[src/rtl/aptp_pkg.sv]
// ----------------------------------------------------------------------------
// aptp_pkg: shared definitions for the aging priority task picker
// Table sizing, entry layout, item codes and the priority clamp function.
// ----------------------------------------------------------------------------
`default_nettype none

package aptp_pkg;

  localparam int TABLE_DEPTH = 16;
  localparam int COUNT_BITS  = 16;
  localparam int IDX_W       = (TABLE_DEPTH > 1) ? $clog2(TABLE_DEPTH) : 1;
  localparam int CNT_W       = $clog2(TABLE_DEPTH + 1);
  localparam int TAG_W       = 8;
  localparam int PRIO_W      = 16;
  localparam int STATUS_W    = 3;

  typedef logic signed [COUNT_BITS-1:0] count_t;
  typedef logic [TAG_W-1:0]             tag_t;
  typedef logic [STATUS_W-1:0]          status_t;

  typedef struct packed {
    tag_t   tag;
    count_t count;
  } entry_t;

  localparam logic    KIND_INSERT   = 1'b0;
  localparam logic    KIND_DISPATCH = 1'b1;

  localparam status_t ST_INSERTED   = 3'd0;
  localparam status_t ST_IGNORED    = 3'd1;
  localparam status_t ST_DROPPED    = 3'd2;
  localparam status_t ST_DISPATCHED = 3'd3;
  localparam status_t ST_EMPTY      = 3'd4;

  localparam count_t COUNT_MIN = {1'b1, {(COUNT_BITS-1){1'b0}}};

  // Clamp a 16-bit signed priority into the signed counter range.
  function automatic count_t sat_prio(input logic signed [PRIO_W-1:0] p);
    logic signed [32:0] e;
    logic signed [32:0] cmax;
    logic signed [32:0] cmin;
    e    = {{(33-PRIO_W){p[PRIO_W-1]}}, p};
    cmax = (33'sd1 <<< (COUNT_BITS - 1)) - 33'sd1;
    cmin = -(33'sd1 <<< (COUNT_BITS - 1));
    if (e > cmax) begin
      e = cmax;
    end else if (e < cmin) begin
      e = cmin;
    end
    return e[COUNT_BITS-1:0];
  endfunction

endpackage

`default_nettype wire

[src/rtl/aptp_if.sv]
// ----------------------------------------------------------------------------
// aptp_if: stream interfaces of the aging priority task picker
// Task item channel and result item channel, valid/ready handshake.
// ----------------------------------------------------------------------------
`default_nettype none

interface aptp_task_if
  import aptp_pkg::*;
();
  logic                     valid;
  logic                     ready;
  logic                     kind;
  logic                     has_work;
  tag_t                     task_tag;
  logic signed [PRIO_W-1:0] start_priority;

  modport source (output valid, kind, has_work, task_tag, start_priority, input ready);
  modport sink   (input valid, kind, has_work, task_tag, start_priority, output ready);
endinterface

interface aptp_result_if
  import aptp_pkg::*;
();
  logic    valid;
  logic    ready;
  status_t status;
  tag_t    picked_tag;

  modport source (output valid, status, picked_tag, input ready);
  modport sink   (input valid, status, picked_tag, output ready);
endinterface

`default_nettype wire

[src/rtl/aging_priority_task_picker_core.sv]
// ----------------------------------------------------------------------------
// aging_priority_task_picker_core: pending task table with aging dispatch
// Entries sit in one RAM in arrival order; dispatch ages, scans and compacts.
// ----------------------------------------------------------------------------
// Sequence: insert / ignore / drop / empty go to S_DONE, which loads the result register
//   once it is free. Dispatch, n entries, winner at b: S_SCAN reads, ages and writes back
//   all n entries, S_MOVE shifts entries b + 1 to n - 1 one row toward the head, then S_DONE
//   loads the result register. Flow: one item at a time; tasks.ready is high only in S_IDLE,
//   so a new item waits until the last is through, and S_DONE may wait on results.ready.
// Reset: synchronous; clears fill count and control state, not the RAM (only rows < count read).
`default_nettype none

module aging_priority_task_picker_core
  import aptp_pkg::*;
(
  input  wire logic      clk,
  input  wire logic      rst,
  aptp_task_if.sink      tasks,
  aptp_result_if.source  results
);

  localparam logic [1:0] S_IDLE = 2'd0;
  localparam logic [1:0] S_SCAN = 2'd1;
  localparam logic [1:0] S_MOVE = 2'd2;
  localparam logic [1:0] S_DONE = 2'd3;

  localparam logic [CNT_W-1:0] FULL = CNT_W'(TABLE_DEPTH);

  entry_t mem [TABLE_DEPTH];
  entry_t rdata;

  logic [1:0]       state;
  logic [CNT_W-1:0] cnt;
  logic [CNT_W-1:0] ptr;
  logic             proc;
  logic [IDX_W-1:0] addr_d;
  count_t           best_cnt;
  logic [IDX_W-1:0] best_idx;
  tag_t             best_tag;
  status_t          res_status;
  tag_t             res_tag;
  logic             out_valid;
  status_t          out_status;
  tag_t             out_tag;

  logic             accept;
  logic             rd_en;
  logic [IDX_W-1:0] rd_addr;
  logic             we;
  logic [IDX_W-1:0] waddr;
  entry_t           wdata;
  count_t           aged;
  logic             best_take;
  logic [IDX_W-1:0] best_idx_next;
  logic             ins_ok;

  assign tasks.ready        = (state == S_IDLE);
  assign accept             = tasks.valid && tasks.ready;
  assign results.valid      = out_valid;
  assign results.status     = out_status;
  assign results.picked_tag = out_tag;

  assign ins_ok = (tasks.kind == KIND_INSERT) && tasks.has_work && (cnt != FULL);

  always_comb begin
    aged          = (rdata.count == COUNT_MIN) ? rdata.count : rdata.count - count_t'(1);
    best_take     = proc && ((addr_d == '0) || (aged < best_cnt));
    best_idx_next = best_take ? addr_d : best_idx;
    rd_en         = 1'b0;
    rd_addr       = ptr[IDX_W-1:0];
    we            = 1'b0;
    waddr         = '0;
    wdata         = '0;
    unique case (state)
      S_IDLE: begin
        if (accept && ins_ok) begin
          we          = 1'b1;
          waddr       = cnt[IDX_W-1:0];
          wdata.tag   = tasks.task_tag;
          wdata.count = sat_prio(tasks.start_priority);
        end
      end
      S_SCAN: begin
        rd_en = (ptr != cnt);
        if (proc) begin
          // write back the aged counter
          we          = 1'b1;
          waddr       = addr_d;
          wdata.tag   = rdata.tag;
          wdata.count = aged;
        end
      end
      S_MOVE: begin
        rd_en = (ptr != cnt);
        if (proc) begin
          // shift one position toward the head
          we    = 1'b1;
          waddr = addr_d - IDX_W'(1);
          wdata = rdata;
        end
      end
      default: begin
      end
    endcase
  end

  always_ff @(posedge clk) begin
    if (we) begin
      mem[waddr] <= wdata;
    end
    if (rd_en) begin
      rdata <= mem[rd_addr];
    end
  end

  always_ff @(posedge clk) begin
    addr_d <= rd_addr;
    if (rst) begin
      state     <= S_IDLE;
      cnt       <= '0;
      ptr       <= '0;
      proc      <= 1'b0;
      out_valid <= 1'b0;
    end else begin
      proc <= rd_en;
      if (state == S_DONE && (!out_valid || results.ready)) begin
        out_valid <= 1'b1;
      end else if (out_valid && results.ready) begin
        out_valid <= 1'b0;
      end
      unique case (state)
        S_IDLE: begin
          if (accept) begin
            res_tag <= '0;
            if (tasks.kind == KIND_DISPATCH) begin
              if (cnt == '0) begin
                res_status <= ST_EMPTY;
                state      <= S_DONE;
              end else begin
                ptr   <= '0;
                state <= S_SCAN;
              end
            end else begin
              state <= S_DONE;
              if (!tasks.has_work) begin
                res_status <= ST_IGNORED;
              end else if (cnt == FULL) begin
                res_status <= ST_DROPPED;
              end else begin
                res_status <= ST_INSERTED;
                cnt        <= cnt + CNT_W'(1);
              end
            end
          end
        end
        S_SCAN: begin
          if (rd_en) begin
            ptr <= ptr + CNT_W'(1);
          end
          if (best_take) begin
            best_cnt <= aged;
            best_idx <= addr_d;
            best_tag <= rdata.tag;
          end
          // last write-back lands this edge; compaction reads start next cycle
          if (ptr == cnt) begin
            ptr   <= CNT_W'(best_idx_next) + CNT_W'(1);
            state <= S_MOVE;
          end
        end
        S_MOVE: begin
          if (rd_en) begin
            ptr <= ptr + CNT_W'(1);
          end
          if (!rd_en && !proc) begin
            cnt        <= cnt - CNT_W'(1);
            res_status <= ST_DISPATCHED;
            res_tag    <= best_tag;
            state      <= S_DONE;
          end
        end
        S_DONE: begin
          if (!out_valid || results.ready) begin
            out_status <= res_status;
            out_tag    <= res_tag;
            state      <= S_IDLE;
          end
        end
        default: begin
          state <= S_IDLE;
        end
      endcase
    end
  end

  a_cnt_bound: assert property (@(posedge clk) disable iff (rst) cnt <= FULL)
    else $error("fill count above table depth");

  a_ptr_bound: assert property (@(posedge clk) disable iff (rst)
    (state == S_SCAN || state == S_MOVE) |-> ptr <= cnt)
    else $error("table pointer past fill count");

  a_disp_dec: assert property (@(posedge clk) disable iff (rst)
    (state == S_MOVE && !rd_en && !proc) |=> cnt == $past(cnt) - CNT_W'(1))
    else $error("dispatch did not remove one entry");

  a_ins_inc: assert property (@(posedge clk) disable iff (rst)
    (state == S_IDLE && accept && ins_ok) |=> cnt == $past(cnt) + CNT_W'(1))
    else $error("insert did not add one entry");

endmodule

`default_nettype wire

[src/flat_wrapper.sv]
// flat-port wrapper written by rule: the top's interface ports become plain ports
module aging_priority_task_picker_core_flat import aptp_pkg::*;
  (clk, rst, tasks_valid, tasks_kind, tasks_has_work, tasks_task_tag, tasks_start_priority, tasks_ready, results_valid, results_status, results_picked_tag, results_ready);
  aptp_task_if tasks_i ();
  aptp_result_if results_i ();
  input  wire logic clk;
  input  wire logic rst;
  input wire logic [$bits(tasks_i.valid)-1:0] tasks_valid;
  input wire logic [$bits(tasks_i.kind)-1:0] tasks_kind;
  input wire logic [$bits(tasks_i.has_work)-1:0] tasks_has_work;
  input wire logic [$bits(tasks_i.task_tag)-1:0] tasks_task_tag;
  input wire logic [$bits(tasks_i.start_priority)-1:0] tasks_start_priority;
  output wire logic [$bits(tasks_i.ready)-1:0] tasks_ready;
  output wire logic [$bits(results_i.valid)-1:0] results_valid;
  output wire logic [$bits(results_i.status)-1:0] results_status;
  output wire logic [$bits(results_i.picked_tag)-1:0] results_picked_tag;
  input wire logic [$bits(results_i.ready)-1:0] results_ready;
  assign tasks_i.valid = tasks_valid;
  assign tasks_i.kind = tasks_kind;
  assign tasks_i.has_work = tasks_has_work;
  assign tasks_i.task_tag = tasks_task_tag;
  assign tasks_i.start_priority = tasks_start_priority;
  assign tasks_ready = tasks_i.ready;
  assign results_valid = results_i.valid;
  assign results_status = results_i.status;
  assign results_picked_tag = results_i.picked_tag;
  assign results_i.ready = results_ready;
  aging_priority_task_picker_core u_core (.clk(clk), .rst(rst), .tasks(tasks_i), .results(results_i));
endmodule
[config.mk]
export PLATFORM = sky130hd
export DESIGN_NAME = aging_priority_task_picker_core_flat
export DESIGN_NICKNAME = d
export VERILOG_FILES = /design/src/rtl/aptp_pkg.sv /design/src/rtl/aptp_if.sv /design/src/rtl/aging_priority_task_picker_core.sv /design/src/flat_wrapper.sv
export SDC_FILE = /design/constraint.sdc
export NUM_CORES = 1
export LEC_CHECK = 0
export BUFFER_PORTS_ARGS = -buffer_cell sky130_fd_sc_hd__buf_2
export CAP_MARGIN = 15
export CORE_ASPECT_RATIO = 2
export CORE_MARGIN = 1.5
export CORE_UTILIZATION = 50
export DETAILED_ROUTE_END_ITERATION = 10
export PLACE_DENSITY = 0.69
export SYNTH_ARGS = -nofsm -noshare
export SYNTH_HDL_FRONTEND = slang
export SYNTH_SLANG_ARGS = --single-unit
[constraint.sdc]
create_clock -name clk -period 10.2 [get_ports clk]
set_clock_uncertainty 0.15 [all_clocks]
set_input_delay 1.02 -clock clk [delete_from_list [all_inputs] [get_ports clk]]
set_output_delay 1.02 -clock clk [all_outputs]
set_load 0.01 [all_outputs]
==> results of run 1 <==
## how the worst min path moves through the flow
stage	start	endpoint	slack (ns)	cells after the start
floorplan	u_core.ptr[3]	u_core.addr_d[3]	0.18	0
global placement	u_core.res_tag[1]	u_core.results.picked_tag[1]	0.25	0
detailed placement	u_core.res_tag[4]	u_core.results.picked_tag[4]	0.26	0
CTS	u_core.res_tag[7]	u_core.results.picked_tag[7]	0.27	0
global route	u_core.res_tag[7]	u_core.results.picked_tag[7]	0.28	0
finish	u_core.res_tag[7]	u_core.results.picked_tag[7]	0.27	0
## per-layer routing
layer  share of wire  up-vias
met2            0.54      337
met4           0.045        4
met3           0.049       96
met1            0.36     5160
li1                -     4229
met5         0.00056        -
## logic make-up after synthesis
| kind of cell | Yosys count | share of synthesized area |
|---|---|---|
| AO/OA/AOI/OAI | 96 | 0.0351 |
| XOR/XNOR | 26 | 0.0117 |
| adder cells (fa/ha/maj) | 29 | 0.0190 |
| buffers and inverters | 83 | 0.0176 |
| flip-flops | 476 | 0.726 |
| multiplexers | 128 | 0.143 |
| AND/OR/NAND/NOR | 180 | 0.0475 |
## layout make-up
type	instances	area, µm²	share of cell area
clock buffer	48	1030	0.0479
clock inverter	16	100	0.00465
inverter	35	131	0.00610
multi-input combinational	459	5090	0.237
sequential	476	14100	0.656
tap	520	651	0.0302
timing repair buffer	65	395	0.0184
## per-stage QoR
step	instance area [µm²]	power [mW]	hold WS, ns	std cells
6_report	21500	4.83	0.266	1619
5_1_grt	21500	5.01	0.284	1619
4_1_cts	21500	4.86	0.270	1618
3_5_place_dp	20400	3.50	0.257	1554
3_3_place_gp	20400	3.47	0.250	1554
2_1_floorplan	19400	3.21	0.176	1018
## placed cells by master, fill, tap and decap left out, drive strengths merged, types with 10 or more instances in the layout
master,instances
a21oi,21
a222oi,10
a22oi,13
buf,65
clkbuf,48
clkinv,16
dfxtp,18
edfxtp,458
ha,28
inv,35
mux4,120
nand2,37
nand3,12
nor2,72
nor3,18
o21ai,16
xnor2,14
xor2,12
## report_power, final
group          leakage, nW  total [mW]  switching (mW)  internal [mW]
Combinational         1.97       0.919           0.552          0.367
Clock                0.556        1.38           0.661          0.720
Sequential            4.38        2.53           0.132           2.40
## cells in the mapped netlist (all sizes together), types with 4 or more instances
library cell	n
a221oi	5
mux2i	6
a222oi	10
a21oi	21
inv	35
edfxtp	458
a22oi	13
a211oi	4
nor4	5
xor2	12
and2	9
xnor2	14
nor3	18
o21ai	16
mux4	120
a21o	5
nand3	12
nor2	72
a31oi	4
clkbuf	22
buf	26
dfxtp	18
nor2b	8
nand2	37
nand4	8
ha	28
## worst max-delay path, stage by stage (launching register included)
cell and delay (ns):
edfxtp_1 0.44, inv_1 0.14, ha_1 0.23, nor4bb_4 0.17, nand4_2 0.20, nand4_1 0.31, or4_4 0.52, nor3_2 0.13
xor2_1 0.24, ha_1 0.30, nand4_1 0.14, o21ai_0 0.11, nor4bb_1 0.50, o2111ai_2 0.21, nand2_2 0.19, nor2b_4 0.07
mux2_1 0.36, ha_1 0.29, o211ai_1 0.16, o21ai_0 0.11, a22oi_1 0.17, nor2_1 0.05
## registers in the layout (all words and copies together), names as in the netlist
name	flops
u_core.cnt	5
u_core.best_idx	4
u_core.best_cnt	16
u_core.ptr	5
u_core.state	2
u_core.results.status	3
u_core.res_tag	8
u_core.results.picked_tag	8
u_core.proc	1
u_core.mem	384
u_core.results.valid	1
u_core.rdata	24
u_core.addr_d	4
u_core.res_status	3
u_core.best_tag	8
==> run_results.csv, run 1 <==
group,metric,value,unit
sta,fin_ws,4.88,ns
critical_path,path_max_fanout,8,
global_routing,grt_usage,0.223,
placed_design,port_buffers,42,
die,die_area,40200,µm²
clock_tree,cts_setup_buffers,0,
global_routing,grtUsageMet1,0.265,
cells_and_area,area_delta_synth_final,10.7,%
drt,drc,0,
drt,postRouteAntennaNets,0,
power_and_ir_drop,p_leak,6.91,nW
critical_path,ff2ff_path_depth,21,
sta,maxSlewHeadroom,0.202,
critical_path,required,10.47,ns
clock_tree,clock-root-buffer,"clkbuf_16",
placed_design,dp_hpwl,24.3,mm
critical_path,r2r-start,"u_core.rdata[0]",
clock_tree,holdBufCountCts,0,
sta,hold_viol,0,
yosys,synth_top_area_frac,0.707,
drt,wl,43.0,mm
critical_path,reg2reg_to,"u_core.ptr[1]",
clock_tree,clk_path_buf_depth,3,
yosys,synthArstFlopShare,0,
cells_and_area,diodes,0,
die,die_x,142,µm
yosys,ys_seq_area_frac,0.726,
sta,worst_pin_slew,1.19,ns
clock_tree,cts_resized,0,
yosys,yosysUniqueCellTypes,64,
global_routing,gr-total-overflow,0,
clock_tree,clock-sinks,476,
global_routing,grt_max_degree,54,
sta,setup-violations-final,0,
die,fp.coreArea,38500,µm²
clock_tree,cts_tree,"yes",
yosys,yosysTopAreaCell,"edfxtp_1",
hold_path,worst_hold_path_type,"reg -> reg",
flow_run,maxCapViolations,0,
yosys,synthFlopType,"edfxtp_1",
run_status,run_status,"finished, final reports clean",
clock_tree,numCtsBuffers,39,
clock_tree,htree_num_levels,2,
drt,via_per_inst,6.07,
die,dieHeight,282,µm
yosys,postSynthAreaPerCell,19.1,µm²
drt,dr.pass1.iters,5,
die,ioPinCount,43,
yosys,synth_seq_cells,476,
cells_and_area,final_layout_size_suffix_gt1_frac,0.249,
global_routing,grt_pass1_vias,10168,
global_routing,use_met3,0.0282,
critical_path,worstPathArrival,5.58,ns
placed_design,dp_slack,4.93,ns
drt,num_vias,9826,
yosys,syn_area,19400,µm²
drt,first_iter_violations,855,
yosys,synth_area_leaders,"edfxtp_1, mux4_2, dfxtp_1",
global_routing,grt_busiest_layer,"met2",
cells_and_area,num-fill-cells,2886,
clock_tree,worst_skew_pair.late_latency,0.56,ns
sta,slew_viol_final,0,
critical_path,ff2ff_setup_slack,4.88,ns
global_routing,grtUsageMet2,0.400,
global_routing,grt_antenna_before_repair,2,
yosys,yosysWarnings,0,
yosys,synth_nets,1077,
yosys,syn-instance-count,1018,
global_routing,grt_pass1_wl,63.9,mm
drt,wl_per_cell,26.6,µm
sta,period_needed,5.32,ns
power_and_ir_drop,power_density,224,nW/µm²
critical_path,cp-startpoint,"u_core.rdata[0]",
critical_path,endpoint,"u_core.ptr[1]",
die,start_util,0.505,
sta,max_freq,0.188,GHz
sta,post-route-period-util,0.521,
sta,setup-tns-final,0,ns
critical_path,path_class,"reg -> reg",
yosys,synth_edf_count,458,
placed_design,gp_congestion,0.835,
critical_path,critPathCaptureType,"flop",
clock_tree,clk_pin_slew,0.07,ns
critical_path,start_kind,"flop",
power_and_ir_drop,vdd_drop_max,0.000110,V
cells_and_area,design.final.nets,1135,
die,rows,102,
sta,grt_setup_unrepaired,"false",
cells_and_area,fin_util,0.558,
No activity file was read; power rests on OpenSTA's default activity.
==> run 2: changes to the inputs <==
clock period = 5.3 ns   (was 10.2 ns; I/O delays follow)
==> run_results.csv, run 2 (synthesized netlist as in run 1, its figures left out) <==
group,metric,value,unit
power_and_ir_drop,p_leak,7.07,nW
critical_path,worstPathArrival,5.29,ns
critical_path,required,5.58,ns
clock_tree,clock-sinks,476,
sta,setup-tns-final,0,ns
critical_path,critPathMaxStageDelay,0.47,ns
global_routing,grt_usage,0.227,
sta,maxSlewHeadroom,0.287,
drt,wl_met3,2.13,mm
global_routing,grt_max_degree,53,
die,fp.coreArea,38500,µm²
die,start_util,0.505,
drt,via_per_inst,6.13,
drt,num_vias,10069,
drt,wirelength_met1,16.7,mm
critical_path,ff2ff_setup_slack,0.29,ns
clock_tree,numCtsBuffers,40,
sta,max_freq,0.200,GHz
die,rows,102,
global_routing,grt_pass1_vias,10460,
global_routing,grt_antenna_before_repair,0,
clock_tree,clock-root-buffer,"clkbuf_16",
critical_path,path_max_fanout,8,
cells_and_area,fin_util,0.566,
hold_path,min_from,"results_ready",
clock_tree,clk_path_buf_depth,3,
drt,dr.max_layer_used,"met4",
power_and_ir_drop,vdd_drop_max,0.000238,V
critical_path,path_class,"reg -> reg",
clock_tree,cts_tree,"yes",
critical_path,start_kind,"flop",
critical_path,critPathCaptureType,"flop",
sta,hold_viol,0,
cells_and_area,design.final.nets,1156,
sta,period_needed,5.01,ns
placed_design,port_buffers,42,
power_and_ir_drop,power_density,441,nW/µm²
placed_design,dp_hpwl,26.1,mm
cells_and_area,final_cell_mix,"edfxtp_1, mux4_2, nor2_1, buf_4, buf_2",
die,die_area,40200,µm²
flow_run,maxCapViolations,0,
sta,post-route-period-util,0.945,
critical_path,ff2ff_path_depth,22,
drt,drc,0,
drt,dr.pass1.iters,6,
drt,dr_wl_met2,23.7,mm
hold_path,worst_hold_path_type,"in -> reg",
power_and_ir_drop,power.total,9.63,mW
placed_design,gp_congestion,0.835,
clock_tree,worst_skew_pair.late_latency,0.55,ns
cells_and_area,largest_reg_flops,384,
clock_tree,clk_pin_slew,0.07,ns
die,die_x,142,µm
drt,wl_per_cell,27.0,µm
cells_and_area,final_layout_size_suffix_gt1_frac,0.269,
hold_path,min_path_cells,4,
global_routing,gr-total-overflow,0,
cells_and_area,diodes,0,
clock_tree,htree_num_levels,2,
drt,first_iter_violations,934,
sta,setup-violations-final,0,
cells_and_area,final_common_cell,"edfxtp_1",
cells_and_area,reg.largest.list,"u_core.mem x384, u_core.rdata x24, u_core.best_cnt x16",
critical_path,path_cells,"inv_1, ha_1, nor4bb_4, nand4_2, nand4_1, or4_4, nor3_2, xor2_1, ha_1, nand4_1, o21ai_0, nor4bb_2, buf_4, o2111ai_2, nand2_2, nor2b_4, mux2_1, ha_1, o211ai_1, o21ai_0, a22oi_1, nor2_1",
run_status,run_status,"finished, final reports clean",
drt,postRouteAntennaNets,0,
die,dieHeight,282,µm
cells_and_area,area_delta_synth_final,12.2,%
cells_and_area,regMostFlops,"u_core.mem",
critical_path,path_common_cell,"ha_1",
drt,wl,44.3,mm
critical_path,cp_slowest_cell,"or4_4",
cells_and_area,num-fill-cells,2922,
hold_path,hold_path_end,"u_core.results.valid",
global_routing,grt_pass1_wl,65.5,mm
die,ioPinCount,43,
critical_path,reg2reg_to,"u_core.ptr[1]",
critical_path,r2r-start,"u_core.rdata[0]",
sta,slew_viol_final,0,
sta,worst_pin_slew,1.07,ns
run 2: cell count changes in the layout (fill, tap and decap cells not counted), sizes merged:
| cell | delta |
|---|---|
| clkinvlp | +2 |
| buf | +20 |
| clkbuf | -3 |
| clkinv | -2 |
| inv | +3 |
| bufinv | +3 |
run 2: critical path: cells and delay by family, from the launching register on:
family / cells / cell delay, ns
and+or+nand+nor: 10 / 1.93
adders and majority gates: 3 / 0.81
AOI/OAI and AO/OA: 5 / 0.67
DFF: 1 / 0.40
muxes: 1 / 0.37
buffers and inverters: 2 / 0.29
xor gates and xnor gates: 1 / 0.25
run 2: per-layer routing:
| layer | vias up | GRT usage |
|---|---|---|
| met2 | 373 | 0.408 |
| met5 | - | 0 |
| met3 | 94 | 0.0234 |
| met1 | 5322 | 0.278 |
| met4 | 0 | 0.0941 |
| li1 | 4280 | - |
run 2: stage by stage:
step / setup WS (ns) / cells / area (µm²) / hold WS (ns)
global route: -0.00997 / 1642 / 21800 / 0.159
finish: 0.293 / 1642 / 21800 / 0.153
floorplan: 0.414 / 1018 / 19400 / 0.176
CTS: 0.0545 / 1636 / 21800 / 0.137
detailed placement: 0.0886 / 1569 / 20500 / 0.257
global placement: 0.279 / 1569 / 20500 / 0.253
run 2: cell type report:
cell class              instances  area (µm²)  share of cell area
multi-input cells             459        5140               0.235
inverters                      35         131             0.00602
clock inverters                22         208             0.00952
clock buffers                  45        1040              0.0477
flip-flops and latches        476       14100               0.647
repair buffers                 85         533              0.0244
well taps                     520         651              0.0298
run 2: repair_timing:
| item | CTS | global route |
|---|---|---|
| setup buffers | 0 | 4 |
| resized for setup | 0 | 2 |
| hold buffers | 0 | 0 |
| endpoints found under the setup margin | 0 | 2 |
run 2: power breakdown:
group	internal [mW]	switching (mW)	total (mW)
logic	0.750	1.13	1.88
clock network	1.57	1.31	2.88
registers	4.61	0.257	4.87
run 2: worst max-delay path by stage:
| stage | slack (ns) | startpoint | endpoint |
|---|---|---|---|
| after floorplan | 0.41 | u_core.rdata[0] | u_core.best_cnt[0] |
| after global placement | 0.28 | u_core.rdata[0] | u_core.ptr[1] |
| after detailed placement | 0.09 | u_core.rdata[0] | u_core.ptr[1] |
| after CTS | 0.05 | u_core.rdata[0] | u_core.ptr[1] |
| after global routing | -0.01 | u_core.rdata[1] | u_core.ptr[1] |
| final | 0.29 | u_core.rdata[0] | u_core.ptr[1] |
==> run 3: changes to the inputs <==
SETUP_SLACK_MARGIN = 0.3   (was unset)
==> run_results.csv, run 3 (synthesized netlist as in run 1, its figures left out) <==
group,metric,value,unit
run_status,run_status,"finished, final reports clean",
die,fp.coreArea,38500,µm²
clock_tree,clock-sinks,476,
sta,slew_viol_final,0,
die,ioPinCount,43,
critical_path,required,5.58,ns
clock_tree,clk_path_buf_depth,3,
drt,drc,0,
critical_path,critPathCaptureType,"flop",
cells_and_area,largest_reg_flops,384,
die,die_x,142,µm
die,dieHeight,282,µm
sta,grt_setup_unrepaired,"false",
cells_and_area,num-fill-cells,2921,
clock_tree,clk_pin_slew,0.07,ns
drt,dr.pass1.iters,7,
clock_tree,cts_tree,"yes",
sta,post-route-period-util,0.898,
clock_tree,worst_skew_pair.late_latency,0.55,ns
sta,fin_ws,0.542,ns
critical_path,path_max_fanout,8,
die,die_area,40200,µm²
cells_and_area,regMostFlops,"u_core.mem",
critical_path,worstPathArrival,5.03,ns
sta,worst_pin_slew,1.11,ns
hold_path,worst_hold_path_type,"in -> reg",
global_routing,grt_pass1_vias,10472,
global_routing,grt_pass1_wl,65.5,mm
placed_design,dp_hpwl,26.1,mm
power_and_ir_drop,power_density,441,nW/µm²
drt,via_per_inst,6.07,
clock_tree,clock-root-buffer,"clkbuf_16",
cells_and_area,diodes,0,
sta,hold_viol,0,
drt,num_vias,9986,
cells_and_area,final_cell_mix,"edfxtp_1, mux4_2, nor2_1, buf_4, buf_2",
cells_and_area,final_layout_size_suffix_gt1_frac,0.275,
critical_path,start_kind,"flop",
sta,setup-tns-final,0,ns
placed_design,port_buffers,42,
cells_and_area,final_common_cell,"edfxtp_1",
sta,period_needed,4.76,ns
global_routing,grt_max_degree,53,
drt,postRouteAntennaNets,0,
global_routing,gr-total-overflow,0,
drt,first_iter_violations,974,
flow_run,maxCapViolations,0,
cells_and_area,design.final.nets,1160,
drt,wl,44.4,mm
power_and_ir_drop,p_leak,7.09,nW
placed_design,gp_congestion,0.835,
cells_and_area,reg.largest.list,"u_core.mem x384, u_core.rdata x24, u_core.best_cnt x16",
cells_and_area,area_delta_synth_final,12.5,%
clock_tree,htree_num_levels,2,
cells_and_area,multi_input_area,5170,µm²
clock_tree,numCtsBuffers,40,
cells_and_area,seqCellArea,14100,µm²
global_routing,grt_antenna_before_repair,0,
global_routing,grt_usage,0.227,
die,start_util,0.505,
sta,finalHoldWorstSlack,0.152,ns
drt,wl_per_cell,27.0,µm
power_and_ir_drop,vdd_drop_max,0.000240,V
placed_design,dp_slack,0.0886,ns
die,rows,102,
sta,max_freq,0.210,GHz
sta,maxSlewHeadroom,0.261,
sta,setup-violations-final,0,
critical_path,path_class,"reg -> reg",
[run 3: layout make-up]
cell class                      count  area share
Timing Repair Buffer               89      0.0257
Tap cell                          520      0.0297
Inverter                           35     0.00600
Clock inverter                     22     0.00949
Multi-Input combinational cell    459       0.236
Clock buffer                       45      0.0476
Sequential cell                   476       0.645
[run 3: metrics by stage]
stage,instance area [µm²],power [mW],std cells,utilization
6_report,21900,9.66,1646,0.568
3_5_place_dp,20500,6.79,1569,0.532
3_3_place_gp,20500,6.71,1569,0.532
4_1_cts,21800,9.66,1638,0.565
5_1_grt,21900,10.0,1646,0.568
2_1_floorplan,19400,6.19,1018,-
[run 3: timing repair]
item | in CTS | in global routing
gates resized for setup | 2 | 7
hold buffers | 0 | 0
endpoints found under the hold margin | 0 | 0
buffers inserted | 2 | 6
setup endpoints to repair | 2 | 2
pin swaps | 1 | 4
[run 3: final timing paths]
path                           from                      endpoint  slack [ns]  cells past startpoint
setup / recovery    u_core.rdata[1]                 u_core.ptr[1]        0.54                     22
hold / removal        results_ready          u_core.results.valid        0.15                      4
setup reg to reg    u_core.rdata[1]                 u_core.ptr[1]        0.54                     22
hold reg to reg   u_core.res_tag[5]  u_core.results.picked_tag[5]        0.27                      0
[run 3: critical path, stage by stage (launching register included)]
cell       delay, ns
edfxtp_1        0.38
inv_1           0.09
ha_1            0.19
nor4bb_4        0.17
nand4_4         0.16
nand4_1         0.17
or4_4           0.47
nor3_2          0.13
xor2_1          0.25
ha_1            0.29
nand4_1         0.13
o21ai_1         0.10
nor4bb_2        0.28
buf_4           0.17
o2111ai_2       0.14
nand2_4         0.15
nor2b_4         0.06
mux2_1          0.36
ha_1            0.30
o211ai_1        0.16
o21ai_0         0.10
a22oi_1         0.16
nor2_1          0.06
[run 3: routing by layer]
metal	GRT usage	up-vias	part of all wire
met2	0.408	354	0.54
met1	0.278	5252	0.38
met4	0.0962	0	0.042
met3	0.0238	93	0.046
met5	0	-	0
li1	-	4287	-
[run 3: power breakdown]
group | internal, mW | leakage [nW] | switching (mW) | total (mW)
logic | 0.764 | 2.11 | 1.14 | 1.91
registers | 4.61 | 4.38 | 0.254 | 4.87
clock network | 1.57 | 0.608 | 1.31 | 2.88
